## src/rtl/ftcm_pkg.sv

```systemverilog
// Shared types, codes and constants of the frame time capture monitor.
// Used by the top, the controller, the datapath and the checkers; depends on nothing else.
`default_nettype none

package ftcm_pkg;

    localparam int unsigned TS_W           = 48;
    localparam int unsigned PER_W          = 29;
    localparam int unsigned DIV_W          = 49;
    localparam int unsigned CFG_IDX_W      = 3;
    localparam int unsigned CFG_DATA_W     = 32;
    localparam int unsigned MAX_FRAMES_DEF = 131072;

    // Function codes of an input word.
    localparam logic [1:0] FUNC_START  = 2'd0;
    localparam logic [1:0] FUNC_FRAME  = 2'd1;
    localparam logic [1:0] FUNC_REPORT = 2'd2;

    // Status codes of a result word.
    localparam logic [3:0] ST_STARTED   = 4'd0;
    localparam logic [3:0] ST_PRIMED    = 4'd1;
    localparam logic [3:0] ST_WARMUP    = 4'd2;
    localparam logic [3:0] ST_RECORDED  = 4'd3;
    localparam logic [3:0] ST_COMPLETE  = 4'd4;
    localparam logic [3:0] ST_INACTIVE  = 4'd5;
    localparam logic [3:0] ST_NO_ADV    = 4'd6;
    localparam logic [3:0] ST_CAP       = 4'd7;
    localparam logic [3:0] ST_METRIC    = 4'd8;
    localparam logic [3:0] ST_NO_FRAMES = 4'd9;

    // Metric identifiers.
    localparam logic [3:0] M_COUNT     = 4'd0;
    localparam logic [3:0] M_TOTAL     = 4'd1;
    localparam logic [3:0] M_WORST     = 4'd2;
    localparam logic [3:0] M_MIN_FPS   = 4'd3;
    localparam logic [3:0] M_AVG_FPS   = 4'd4;
    localparam logic [3:0] M_P50       = 4'd5;
    localparam logic [3:0] M_P95       = 4'd6;
    localparam logic [3:0] M_P99       = 4'd7;
    localparam logic [3:0] M_OVER_FAST = 4'd8;
    localparam logic [3:0] M_OVER_FTOL = 4'd9;
    localparam logic [3:0] M_OVER_SLOW = 4'd10;
    localparam logic [3:0] M_OVER_STOL = 4'd11;
    localparam logic [3:0] M_FLAGS     = 4'd12;

    // Configuration register indexes.
    localparam logic [CFG_IDX_W-1:0] CFG_WARMUP   = 3'd0;
    localparam logic [CFG_IDX_W-1:0] CFG_DURATION = 3'd1;
    localparam logic [CFG_IDX_W-1:0] CFG_BFAST    = 3'd2;
    localparam logic [CFG_IDX_W-1:0] CFG_BSLOW    = 3'd3;
    localparam logic [CFG_IDX_W-1:0] CFG_TOL      = 3'd4;

    localparam logic [25:0] WARMUP_RST   = 26'd0;
    localparam logic [28:0] DURATION_RST = 29'd10000000;
    localparam logic [19:0] BFAST_RST    = 20'd16667;
    localparam logic [19:0] BSLOW_RST    = 20'd33333;
    localparam logic [19:0] TOL_RST      = 20'd1000;

    // One second in microseconds, scaled by 256 for 8 fraction bits.
    localparam logic [27:0] FPS_SCALE = 28'd256000000;
    localparam logic [6:0]  PCT_DIV   = 7'd100;
    localparam logic [6:0]  PCT_HALF  = 7'd50;

    // Divider operations.
    localparam logic [1:0] OP_RANK    = 2'd0;
    localparam logic [1:0] OP_MIN_FPS = 2'd1;
    localparam logic [1:0] OP_AVG_FPS = 2'd2;
    localparam logic [1:0] OP_PCT     = 2'd3;

    typedef struct packed {
        logic [1:0]      func;
        logic [TS_W-1:0] timestamp_us;
    } in_word_t;

    typedef struct packed {
        logic [3:0]      status;
        logic [3:0]      metric_id;
        logic [TS_W-1:0] metric_value;
        logic            last;
    } out_word_t;

    typedef struct packed {
        logic       load_in;
        logic       start_clr;
        logic       fr_eval;
        logic       prime;
        logic       deact;
        logic       set_prev;
        logic       record;
        logic       div_start;
        logic       div_store;
        logic       rank_store;
        logic       scan_start;
        logic       scan_search;
        logic       srch_update;
        logic       emit;
        logic [1:0] op;
        logic [1:0] sel;
        logic [4:0] bit_idx;
        logic [3:0] code;
        logic [3:0] id;
        logic       last;
    } cmd_t;

    typedef struct packed {
        logic [1:0] func;
        logic       active;
        logic       primed;
        logic       le;
        logic       warm;
        logic       cap;
        logic       complete;
        logic       empty;
        logic       div_busy;
        logic       scan_busy;
        logic       out_free;
    } stat_t;

    function automatic logic [6:0] pct_q(input logic [1:0] sel);
        logic [6:0] q;
        case (sel)
            2'd0:    q = 7'd50;
            2'd1:    q = 7'd95;
            default: q = 7'd99;
        endcase
        return q;
    endfunction

endpackage

`default_nettype wire

```

## src/rtl/ftcm_ctrl.sv

```systemverilog
// Controller state machine of the frame time capture monitor.
// Depends on ftcm_pkg for the command and status structs and the codes.
`default_nettype none

module ftcm_ctrl import ftcm_pkg::*; (
    input  wire logic  aclk,
    input  wire logic  aresetn,
    input  wire logic  s_valid,
    output logic       s_ready,
    input  wire stat_t stat,
    output cmd_t       cmd
);

    localparam logic [3:0] S_IDLE     = 4'd0;
    localparam logic [3:0] S_DISP     = 4'd1;
    localparam logic [3:0] S_F_EVAL   = 4'd2;
    localparam logic [3:0] S_F_DEC    = 4'd3;
    localparam logic [3:0] S_F_FIN    = 4'd4;
    localparam logic [3:0] S_EMIT     = 4'd5;
    localparam logic [3:0] S_R_RANK   = 4'd6;
    localparam logic [3:0] S_R_RANKW  = 4'd7;
    localparam logic [3:0] S_R_STATS  = 4'd8;
    localparam logic [3:0] S_R_STATSW = 4'd9;
    localparam logic [3:0] S_R_PASS   = 4'd10;
    localparam logic [3:0] S_R_PASSW  = 4'd11;
    localparam logic [3:0] S_R_CALC   = 4'd12;
    localparam logic [3:0] S_R_CALCW  = 4'd13;

    localparam logic [4:0] TOP_BIT = 5'(PER_W - 1);

    logic [3:0] state_reg, state_next;
    logic [3:0] code_reg, code_next;
    logic [3:0] id_reg, id_next;
    logic [1:0] sel_reg, sel_next;
    logic [4:0] bit_reg, bit_next;
    logic [2:0] step_reg, step_next;
    logic       last_now;

    assign last_now = (code_reg != ST_METRIC) || (id_reg == M_FLAGS);

    always_ff @(posedge aclk) begin
        if (!aresetn) begin
            state_reg <= S_IDLE;
            code_reg  <= ST_STARTED;
            id_reg    <= '0;
            sel_reg   <= '0;
            bit_reg   <= '0;
            step_reg  <= '0;
        end else begin
            state_reg <= state_next;
            code_reg  <= code_next;
            id_reg    <= id_next;
            sel_reg   <= sel_next;
            bit_reg   <= bit_next;
            step_reg  <= step_next;
        end
    end

    always_comb begin
        state_next  = state_reg;
        code_next   = code_reg;
        id_next     = id_reg;
        sel_next    = sel_reg;
        bit_next    = bit_reg;
        step_next   = step_reg;
        cmd         = '0;
        cmd.bit_idx = bit_reg;
        cmd.sel     = sel_reg;
        cmd.code    = code_reg;
        cmd.id      = id_reg;
        cmd.last    = last_now;
        s_ready     = 1'b0;
        case (state_reg)
            S_IDLE: begin
                s_ready = 1'b1;
                if (s_valid) begin
                    cmd.load_in = 1'b1;
                    id_next     = '0;
                    state_next  = S_DISP;
                end
            end
            S_DISP: begin
                case (stat.func)
                    FUNC_START: begin
                        cmd.start_clr = 1'b1;
                        code_next     = ST_STARTED;
                        state_next    = S_EMIT;
                    end
                    FUNC_FRAME: begin
                        state_next = S_F_EVAL;
                    end
                    FUNC_REPORT: begin
                        if (stat.empty) begin
                            code_next  = ST_NO_FRAMES;
                            state_next = S_EMIT;
                        end else begin
                            sel_next   = '0;
                            state_next = S_R_RANK;
                        end
                    end
                    default: begin
                        state_next = S_IDLE;
                    end
                endcase
            end
            S_F_EVAL: begin
                cmd.fr_eval = 1'b1;
                state_next  = S_F_DEC;
            end
            S_F_DEC: begin
                state_next = S_EMIT;
                if (!stat.active) begin
                    code_next = ST_INACTIVE;
                end else if (!stat.primed) begin
                    cmd.prime = 1'b1;
                    code_next = ST_PRIMED;
                end else if (stat.le) begin
                    cmd.deact = 1'b1;
                    code_next = ST_NO_ADV;
                end else if (stat.warm) begin
                    cmd.set_prev = 1'b1;
                    code_next    = ST_WARMUP;
                end else if (stat.cap) begin
                    cmd.deact = 1'b1;
                    code_next = ST_CAP;
                end else begin
                    cmd.record = 1'b1;
                    state_next = S_F_FIN;
                end
            end
            S_F_FIN: begin
                if (stat.complete) begin
                    cmd.deact = 1'b1;
                    code_next = ST_COMPLETE;
                end else begin
                    code_next = ST_RECORDED;
                end
                state_next = S_EMIT;
            end
            S_EMIT: begin
                if (stat.out_free) begin
                    cmd.emit = 1'b1;
                    if (last_now) begin
                        state_next = S_IDLE;
                    end else begin
                        id_next = id_reg + 4'd1;
                    end
                end
            end
            S_R_RANK: begin
                cmd.op        = OP_RANK;
                cmd.div_start = 1'b1;
                state_next    = S_R_RANKW;
            end
            S_R_RANKW: begin
                cmd.op = OP_RANK;
                if (!stat.div_busy) begin
                    cmd.rank_store = 1'b1;
                    if (sel_reg == 2'd2) begin
                        state_next = S_R_STATS;
                    end else begin
                        sel_next   = sel_reg + 2'd1;
                        state_next = S_R_RANK;
                    end
                end
            end
            S_R_STATS: begin
                cmd.scan_start = 1'b1;
                state_next     = S_R_STATSW;
            end
            S_R_STATSW: begin
                if (!stat.scan_busy) begin
                    bit_next   = TOP_BIT;
                    state_next = S_R_PASS;
                end
            end
            S_R_PASS: begin
                cmd.scan_start  = 1'b1;
                cmd.scan_search = 1'b1;
                state_next      = S_R_PASSW;
            end
            S_R_PASSW: begin
                if (!stat.scan_busy) begin
                    cmd.srch_update = 1'b1;
                    if (bit_reg == 5'd0) begin
                        step_next  = '0;
                        state_next = S_R_CALC;
                    end else begin
                        bit_next   = bit_reg - 5'd1;
                        state_next = S_R_PASS;
                    end
                end
            end
            S_R_CALC, S_R_CALCW: begin
                case (step_reg)
                    3'd0:    cmd.op = OP_MIN_FPS;
                    3'd1:    cmd.op = OP_AVG_FPS;
                    default: cmd.op = OP_PCT;
                endcase
                cmd.sel = 2'(step_reg - 3'd2);
                if (state_reg == S_R_CALC) begin
                    cmd.div_start = 1'b1;
                    state_next    = S_R_CALCW;
                end else if (!stat.div_busy) begin
                    cmd.div_store = 1'b1;
                    if (step_reg == 3'd4) begin
                        code_next  = ST_METRIC;
                        state_next = S_EMIT;
                    end else begin
                        step_next  = step_reg + 3'd1;
                        state_next = S_R_CALC;
                    end
                end
            end
            default: begin
                state_next = S_IDLE;
            end
        endcase
    end

endmodule

`default_nettype wire

```

## config.mk

```make
export PLATFORM = sky130hd
export DESIGN_NAME = ftcm_ctrl
export DESIGN_NICKNAME = d
export VERILOG_FILES = /design/src/rtl/ftcm_pkg.sv /design/src/rtl/ftcm_ctrl.sv
export SDC_FILE = /design/constraint.sdc
export NUM_CORES = 1
export LEC_CHECK = 0
export BUFFER_PORTS_ARGS = -buffer_cell sky130_fd_sc_hd__buf_2
export CORE_MARGIN = 4
export CORE_UTILIZATION = 53
export CTS_CLUSTER_SIZE = 30
export DETAILED_ROUTE_END_ITERATION = 7
export HOLD_SLACK_MARGIN = 0.12
export PLACE_DENSITY = 0.8
export SYNTH_ARGS = -nofsm -noshare
export SYNTH_HDL_FRONTEND = slang
export SYNTH_SLANG_ARGS = --single-unit
```

## constraint.sdc

```tcl
create_clock -name aclk -period 2.3 [get_ports aclk]
set_input_delay 0.23 -clock aclk [delete_from_list [all_inputs] [get_ports aclk]]
set_output_delay 0.23 -clock aclk [all_outputs]
set_load 0.05 [all_outputs]
```

# Word level (Yosys, flattened, before mapping)
# Cells that the tools add are included.
[op_classes]
n_mux = 85
n_eq_ne = 40
reduce_logical = 18
n_addsub = 5
shift = 0
order_cmp = 0
bitwise = 0
multipliers = 0
n_div = 0
[ops]
columns = ["op", "n"]
rows = [
  ["2-to-1 mux 4 bit", 23],
  ["one-hot mux 4 bit (13 select lines)", 1],
  ["2-to-1 mux 1 bit", 31],
  ["!= test 2 bit (second input constant)", 15],
  ["== test 4 bit (second input constant)", 7],
  ["2-to-1 mux 3 bit", 8],
  ["2-to-1 mux 2 bit", 9],
  ["== test 4 x 3 -> 1 bit (second input constant)", 4],
  ["one-hot mux 4 bit (2 select lines)", 2],
  ["one-hot mux 4 bit (4 select lines)", 1],
  ["2-to-1 mux 5 bit", 3],
  ["AND reduction 7 bit", 2],
  ["one-hot mux 4 bit (3 select lines)", 1],
  ["one-hot mux 5 bit (2 select lines)", 1],
  ["== test 4 x 2 -> 1 bit (second input constant)", 2],
  ["one-hot mux 2 bit (2 select lines)", 2],
  ["AND reduction 4 bit", 2],
  ["nonzero test 2 bit", 4],
  ["!= test 3 bit (second input constant)", 2],
  ["!= test 6 bit (second input constant)", 1],
  ["one-hot mux 3 bit (2 select lines)", 1],
  ["AND reduction 6 bit", 1],
  ["zero test 5 bit", 1],
  ["AND reduction 5 bit", 1],
  ["20 further kinds", 23],
]
[totals]
inputBits = 15
latchBits = 0
mem_bits_rw = 0
ff_bits = 22
wordCells = 154
mem_bits_ro = 0
n_memories = 0

# Logic depth before layout (Yosys ltp)
# Gate-level depths: netlist of the first run.
[logic_depth]
depth_word = 6
depth_mapped = 7
mapped_depth_nobuf = 6

# Least setup slack after synthesis of the first run
# Ideal clock, no wire load.
[synth_timing]
path_kind = "flip-flop to flip-flop"
startpoint = "register state_reg[0]"
endpoint = "register id_reg[3]"
setup_ns = 0.070
t_required_ns = 2.230
path_slack_ns = -0.185
synth_period_minus_slack_ns = 2.485
path_stages_with_launch = 6
arrival_ns = 2.415
path_cell_list = "dfxtp_1 > buf_4 > nor4_2 > a31oi_1 > or4_1 > a21boi_1"
[synth_via]
elab_chain_len = 3
elab_cells_between_ends = 8
cone_classes = "4 x eq/ne; 1 x mux; 3 x reduce/logical"
[synth_lines]
columns = ["element", "line_no", "text"]
rows = [
  ["start, declared", "ftcm_ctrl.sv:31", "logic [3:0] state_reg, state_next;"],
  ["start signal, assigned", "ftcm_ctrl.sv:50", "state_reg <= state_next;"],
  ["== test 4 x 3 -> 1 bit or zero test 4 bit (tied branches)", "ftcm_ctrl.sv:73", "case (state_reg)"],
  ["!= test 2 bit (no line) or nonzero test 2 bit (tied branches)", "n/a", ""],
  ["AND reduction 4 bit (no line)", "n/a", ""],
  ["end signal, assigned", "ftcm_ctrl.sv:52", "id_reg <= id_next;"],
  ["end, declared", "ftcm_ctrl.sv:33", "logic [3:0] id_reg, id_next;"],
]
# Parallel ways exist; a longest one is shown, timed or not.
# A chain may end at the register's enable or synchronous reset.

==> results of run 1 <==
-- where the power goes --
group          leakage [nW]  internal [mW]  switching (mW)  total (mW)
Sequential            0.179          0.442          0.0605       0.502
Combinational         0.662          0.429           0.772        1.20
Clock                0.0279          0.176           0.135       0.312
Total                 0.868           1.05           0.968        2.02
-- per-layer routing --
layer	vias up	track usage [%]	wire (microns)
li1	960	-	-
met3	5	2.19	257
met4	0	6.35	46
met1	869	28.7	2170
met2	65	34.0	2100
met5	-	0	0
-- area by class of cell --
cell class	count	area [sq um]	share of cell area, %
tap	46	57.6	2.62
sequential	22	442	20.1
clock inverter	1	30.0	1.37
multi-input combinational	176	1270	57.9
timing repair buffer	56	305	13.9
inverter	18	67.6	3.08
clock buffer	3	22.5	1.03
-- worst max path at each step --
stage,from,end,slack (ps),cells after the start
floorplan,state_reg[1],cmd[29],-20,4
global placement,state_reg[3],id_reg[3],250,5
detailed placement,state_reg[3],id_reg[3],200,5
CTS,state_reg[2],cmd[25],30,4
global route,state_reg[2],cmd[25],60,4
finish,state_reg[2],cmd[25],140,4
-- placed cells by master (no fill, tap or decap), types with 4 or more instances in the layout --
master	n
clkbuf_4	4
a31oi_1	4
nor3b_1	6
ha_1	7
mux2i_1	4
buf_2	46
nand2b_1	12
nand3_1	8
nand2_1	17
buf_4	9
a21oi_1	12
inv_1	18
o21ai_0	5
dfxtp_1	21
nor2_1	13
nor3_1	10
o21ai_1	5
-- worst register-to-register path, stage by stage, from the launching register on --
cell      delay, ps
dfxtp_2         420
buf_4           200
nor4bb_1        410
a31oi_1         270
or4_1           530
a21boi_1        150
-- through the flow --
stage          setup WS (ps)  total power, mW  hold slack, ps
2_1_floorplan          -18.1             1.46             423
3_3_place_gp             246             1.66             460
3_5_place_dp             200             1.69             461
4_1_cts                 29.3             2.00             221
5_1_grt                 58.1             2.12             236
6_report                 140             2.02             221
-- cell families (layout without fill, tap and decap cells) --
family	count (synthesis)	in the layout	share of synthesized area, %
and+or+nand+nor	99	99	33.4
muxes	4	4	2.20
AOI/OAI and AO/OA	65	65	26.8
buffers and inverters	34	78	8.10
DFF	22	22	24.2
adders and majority gates	7	7	4.81
xor gates and xnor gates	1	1	0.481
-- what timing repair did --
action                                  CTS  global route
pin swaps                                 0             1
gates resized for setup                   1             4
setup buffers                             0             0
endpoints found under the setup margin    1             4
==> impl_metrics.ini, run 1 <==
[power_and_ir_drop]
peakVddDrop_uv = 582
p_leak_nw = 0.868
power_density_nw_per_um2 = 917

[synthesis]
synthTopCellsByArea = dfxtp_1 24%, ha_1 4.8%, nand2b_1 4.1%
yosys.cell_count.top_type = dfxtp_1
synthCells = 232
synth_warnings = 0
synth_commonest_cells = 22 x dfxtp_1, 18 x inv_1, 17 x nand2_1, 13 x nor2_1
number_of_synthesized_register_bits = 22
synth-seq-area-share_pct = 24.2
most_area_hungry_cell_type_in_the_yosys_netlist = dfxtp_1
post_synthesis_async_set_or_reset_flop_share_pct = 0
synth-main-ff-cell = dfxtp_1
synth.cell_area_sq_um = 1820
post_synth_num_cell_types = 64
synth_enable_flop_cells = 0
synth.net_count = 254
postSynthAreaPerCell_sq_um = 7.85
synth_top_area_share_pct = 24.2

[setup_path]
cpMaxStageDelayCell = dfxtp_1
path_delay_family = simple AND/OR/NAND/NOR gates
timing.critical_path.to_type = primary output
cp_max_fo = 7
r2r_cells = 5
critical_path.cell_chain = buf_4, nand4bb_2, nor4_4, clkbuf_4
worst-path-buf-inv = 2
max_incr_delay_on_cp_ps = 410
r2r_setup_slack_ps = 270
cp.arrival_ps = 1930
r2r-end = id_reg[3]
worst_path_class_setup = flop to primary output
worst_path_required_ps = 2070
worstReg2RegStart = state_reg[3]
cp-start-kind = flop

[sta]
setup_violations = 0
post-route-min-period_ps = 2160
report.final.slew_viol_count = 0
worst-slew-pin-transition_ps = 553
finalClockSkew_ps = 19.2
report.final.hold_viol_count = 0
setup_tns_ps = 0
grt_setup_unrepaired = false
max_freq_ghz = 0.463
crit_share_post_route_pct = 93.9
slew_headroom_pct = 63.1

[finish]
insertedDiodeCount = 0
fillers = 320
stdcell_area_sq_um = 2200
non_filler_instance_count_after_layout = 322
design.final.nets = 299
largest_register_ff_count = 5
flow.area_growth_from_synthesis_pct = 20.6
drive_above_1_share_pct = 26.4
final_core_util_pct = 65.8

[drt]
detail_route.drc_violations = 0
wl_per_cell_microns = 14.2
vias = 1899
first_iter_violations = 125
via_per_inst = 5.90
drt_wl_total_microns = 4580
antenna_left = 0
drt_pass1_iterations = 4

[floorplanning]
num_io_pins = 48
rows = 21
chipWidth_microns = 66.6
die_h_microns = 66.6
placeableCoreArea_sq_um = 3340
start_util_pct = 54.6
die-area_sq_um = 4440

[hold_path]
hold_end = code_reg[2]
hold_class = primary input to flop
min-delay-start = stat[4]
worstHoldPathCells = 3

[outcome]
status = complete, no violations

[job]
max_cap_viol_count = 0

[global_route]
number_of_global_route_vias_before_repair = 1617
initial_antenna_violation_count = 0
first_pass_grt_wire_length_microns = 7310
grt_usage_pct = 20.9
grt_start_max_net_pins = 17
overflow = 0

[placed_design]
dp_hpwl_microns = 3550
dp_cells = 318
place_congestion = 0.830
post_dp_cell_area_sq_um = 2120
port_buffers = 47

[clock_tree]
cts_inserted_buffers = 3
worst_skew_pair.late_latency_ps = 330
clock_tree.buffer_depth = 2
postCtsHoldBufs = 0
cts_htree_levels = 1
clock_pin_slew_of_the_registers_on_the_worst_case_setup_and_hold_paths_ps = 150
root_buffer = clkbuf_4
clock_sinks = 22
cts_tree = done
No activity file was read; power rests on OpenSTA's default activity.
==> inputs of run 2 (changes only) <==
- CELL_PAD_IN_SITES_DETAIL_PLACEMENT: not set -> 0
- CELL_PAD_IN_SITES_GLOBAL_PLACEMENT: not set -> 2
- CORE_UTILIZATION: 53 -> 30
- PLACE_DENSITY: 0.8 -> not set
- PLACE_DENSITY_LB_ADDON: not set -> 0.1
- REMOVE_ABC_BUFFERS: not set -> 1
==> run 2 against run 1 <==
First-iteration DRC count is 29% lower; clock power down 4%; flip-flop and latch count did not move; sequential power up 4%; combinational power about the same; via count up 0.37%; critical path depth grew 1; worst setup slack improved by 37 ps; count of clock-buffer cells in the layout up 1; cell count up 11%; worst hold slack better by 89 ps; power decreased by 0.95%; largest cell class unchanged.
==> impl_metrics.ini, run 2 (synthesis gave the netlist of run 1 again) <==
[outcome]
status = complete, no violations

[power_and_ir_drop]
switching_power_mw = 0.974
p_sw_share_pct = 48.8
comb_power_share_pct = 58.9
p_int_mw = 1.02
clock_power_share_pct = 15.0
power.share.sequential_pct = 26.1
design_power_total_mw = 2.00
peakVddDrop_uv = 416
p_leak_nw = 0.887
power_density_nw_per_um2 = 889

[global_route]
number_of_global_route_vias_before_repair = 1892
overflow = 0
grt_usage_pct = 15.1
initial_antenna_violation_count = 0
first_pass_grt_wire_length_microns = 9200
grt_start_max_net_pins = 21

[clock_tree]
clock_sinks = 22
cts_tree = done
root_buffer = clkbuf_8
clock_pin_slew_of_the_registers_on_the_worst_case_setup_and_hold_paths_ps = 90
worst_skew_pair.late_latency_ps = 270
cts_htree_levels = 1
post_cts_resize_count = 0
clock_tree.buffer_depth = 2
postCtsHoldBufs = 0
cts_inserted_buffers = 3
cts_setup_buffers = 0

[sta]
post-route-min-period_ps = 2120
report.final.slew_viol_count = 0
crit_share_post_route_pct = 92.3
setup_violations = 0
slew_headroom_pct = 63.8
max_freq_ghz = 0.471
report.final.hold_viol_count = 0
grt_setup_unrepaired = false
finalClockSkew_ps = 7.26
worst-slew-pin-transition_ps = 542
fin_worst_hold_slack_ps = 309

[setup_path]
r2r_cells = 4
cp.arrival_ps = 1890
worst_path_required_ps = 2070
worstReg2RegStart = state_reg[2]
r2r-end = code_reg[1]
timing.critical_path.to_type = primary output
worst_path_class_setup = flop to primary output
cp-start-kind = flop
r2r_setup_slack_ps = 270
cp_max_fo = 13

[drt]
drt_pass1_iterations = 4
antenna_left = 0
vias = 1906
wl_per_cell_microns = 15.3
via_per_inst = 5.34
drt_wl_total_microns = 5460
first_iter_violations = 89
detail_route.drc_violations = 0

[finish]
largest_register_ff_count = 5
non_filler_instance_count_after_layout = 357
flow.area_growth_from_synthesis_pct = 23.2
design.final.nets = 305
insertedDiodeCount = 0
layout_common_cells = 47 x buf_2, 22 x dfxtp_1, 18 x inv_1
final_core_util_pct = 37.9
mostFrequentLayoutCell = buf_2
drive_above_1_share_pct = 26.6

[hold_path]
min-delay-start = stat[4]
worstHoldPathCells = 3
hold_class = primary input to flop
hold_end = code_reg[2]

[floorplanning]
die-area_sq_um = 7380
start_util_pct = 30.8
die_h_microns = 85.9
num_io_pins = 48
chipWidth_microns = 85.9
rows = 28
placeableCoreArea_sq_um = 5920

[placed_design]
dp_hpwl_microns = 4170
place_congestion = 0.775
port_buffers = 47
dp_cells = 353

[job]
max_cap_viol_count = 0
run 2: changes by cell type in the layout (fill, tap and decap cells not counted), moves of 2 or more:
cell      previous run  this run
buf_4                9        15
clkbuf_4             4         0
clkbuf_8             0         4
nor4_2               0         2
nor4_4               3         1
run 2: worst max-delay path by stage:
stage	start	to	slack, ps	cells after the start
after global placement	state_reg[2]	code_reg[2]	340	4
final	state_reg[2]	cmd[26]	180	5
after detailed placement	state_reg[2]	code_reg[1]	280	4
after CTS	state_reg[2]	cmd[26]	90	5
after global routing	state_reg[3]	cmd[25]	20	3
after floorplan	state_reg[0]	code_reg[1]	-530	4
run 2: metrics by stage:
step	setup slack, ps	setup TNS (ps)	cell area [sq um]
final	177	0	2240
after global routing	21.1	0	2240
after CTS	94.9	0	2240
after detailed placement	280	0	2180
after global placement	344	0	2180
after floorplan	-531	-3390	1740
run 2: power groups by stage:
stage	Clock [mW]	Sequential [mW]	Combinational [mW]
3_3_place_gp	0	0.529	1.18
5_1_grt	0.325	0.534	1.28
3_5_place_dp	0	0.530	1.17
6_report	0.300	0.521	1.18
2_1_floorplan	0	0.715	0.657
4_1_cts	0.312	0.521	1.18
run 2: worst max-delay path, stage by stage (launching register included):
cell      delay [ps]
dfxtp_1          440
buf_4            250
nor4bb_2         370
nand3_1          150
nor3_1           130
buf_2            280
run 2: layer usage:
layer	vias to the layer above	part of all wire [%]	track usage, %	wire, microns
met3	2	2.9	1.83	160
met1	896	52	21.6	2840
met5	-	0	0	0
met2	35	44	23.9	2420
li1	973	-	-	-
met4	0	0.70	4.17	38
run 2: final cells by class:
type,instances,area (sq um)
fillers,654,3680
multi-input cells,176,1240
flip-flops and latches,22,440
repair buffers,62,348
well taps,75,93.8
inverters,18,67.6
clock buffers,4,55.1
==> inputs of run 3 (changes only) <==
- MAX_ROUTING_LAYER: not set -> met4
==> run 3 against run 2 <==
Sequential share of layout area did not move; cell count did not move; combinational power is essentially flat; non-clock buffer count is the same; clock skew about the same; via count up 0.37%; first-iteration DRC count increased by 18%; fmax increased by 0.52%; worst hold slack improved by 1.9 ps; cell area is the same.
==> impl_metrics.ini, run 3 (synthesis gave the netlist of run 1 again) <==
[finish]
drive_above_1_share_pct = 26.6
multiInputGateArea_sq_um = 1240
largest_register_ff_count = 5
non_filler_instance_count_after_layout = 357
insertedDiodeCount = 0
layout.area.seq_sq_um = 440
flow.area_growth_from_synthesis_pct = 23.2
fillers = 654
design.final.nets = 305
layout_common_cells = 47 x buf_2, 22 x dfxtp_1, 18 x inv_1
mostFrequentLayoutCell = buf_2

[sta]
report.final.hold_viol_count = 0
post-route-min-period_ps = 2110
max_freq_ghz = 0.473
finalClockSkew_ps = 6.77
crit_share_post_route_pct = 91.8
slew_headroom_pct = 63.9
grt_setup_unrepaired = false
report.final.slew_viol_count = 0
setup_violations = 0
worst-slew-pin-transition_ps = 536

[clock_tree]
cts_htree_levels = 1
clock_pin_slew_of_the_registers_on_the_worst_case_setup_and_hold_paths_ps = 90
root_buffer = clkbuf_8
cts_inserted_buffers = 3
clock_tree.buffer_depth = 2
worst_skew_pair.late_latency_ps = 270
clock_sinks = 22
cts_tree = done

[hold_path]
hold_class = primary input to flop

[placed_design]
port_buffers = 47
dp_cells = 353
dp_hpwl_microns = 4170
place_congestion = 0.786

[floorplanning]
rows = 28
die_h_microns = 85.9
chipWidth_microns = 85.9
num_io_pins = 48
start_util_pct = 30.8
placeableCoreArea_sq_um = 5920
die-area_sq_um = 7380

[setup_path]
cp-start-kind = flop
max_incr_delay_on_cp_ps = 440
critical_path.cell_chain = buf_4, nor4bb_2, nand3_1, nor3_1, buf_2
timing.critical_path.to_type = primary output
cpMaxStageDelayCell = dfxtp_1
worst_path_required_ps = 2070
worst_path_class_setup = flop to primary output
cp_max_fo = 13
cp.arrival_ps = 1880

[drt]
antenna_left = 0
first_iter_violations = 105
wl_per_cell_microns = 15.3
drt_wl_total_microns = 5480
detail_route.drc_violations = 0
drt_pass1_iterations = 4
via_per_inst = 5.36
vias = 1913

[global_route]
overflow = 0
grtUsageMet2_pct = 23.9
grt_usage_pct = 15.6
initial_antenna_violation_count = 0
first_pass_grt_wire_length_microns = 9230
grt_use_met1_pct = 21.8
grt_start_max_net_pins = 21
grt_busiest_layer = met2
global_route.usage.met3_pct = 1.63
number_of_global_route_vias_before_repair = 1899

[power_and_ir_drop]
peakVddDrop_uv = 416
design_power_total_mw = 2.00
p_leak_nw = 0.887
power_density_nw_per_um2 = 890

[job]
max_cap_viol_count = 0

[outcome]
status = complete, no violations
## run 3: cell counts in the layout (fill, tap and decap cells not counted)
No cell type changed its count.
## run 3: per-layer routing
layer / wire (microns) / up-vias
met5: 0 / -
met4: 40 / 0
met3: 136 / 2
met2: 2450 / 31
met1: 2850 / 907
li1: - / 973
## run 3: final timing paths
check,startpoint,depth (start not counted),slack (ps),endpoint
max,state_reg[2],5,190,cmd[26]
min,aresetn,2,310,code_reg[1]
max reg2reg,state_reg[2],4,270,code_reg[1]
min reg2reg,code_reg[3],2,470,code_reg[3]
## run 3: final cells by class
type | instances | area share, %
clock buffer | 4 | 2.45
sequential | 22 | 19.6
tap | 75 | 4.18
inverter | 18 | 3.01
timing repair buffer | 62 | 15.5
multi-input combinational | 176 | 55.2
## run 3: metrics by stage
| step | setup slack, ps | hold WS, ps | util (%) | area (sq um) | TNS [ps] |
|---|---|---|---|---|---|
| after floorplan | -531 | 372 | - | 1740 | -3390 |
| after global placement | 344 | 463 | 36.9 | 2180 | 0 |
| after global routing | 21.0 | 321 | 37.9 | 2240 | 0 |
| after detailed placement | 280 | 462 | 36.9 | 2180 | 0 |
| after CTS | 94.9 | 300 | 37.8 | 2240 | 0 |
| final | 188 | 311 | 37.9 | 2240 | 0 |
## run 3: report_power, final
part | internal (mW) | switching, mW | leakage (nW)
Combinational | 0.428 | 0.747 | 0.680
Clock | 0.153 | 0.148 | 0.0288
Sequential | 0.442 | 0.0792 | 0.178
## run 3: timing repair
| action | CTS | global route |
|---|---|---|
| hold buffers | 0 | 0 |
| endpoints found under the setup margin | 0 | 2 |
| gates resized for setup | 0 | 1 |
| setup buffers | 0 | 0 |
## run 3: worst max-delay path: cells and delay by family, from the launching register on
family	cells	cell delay [ps]
buffers and inverters	2	520
flip-flops	1	440
AND/OR/NAND/NOR	3	650
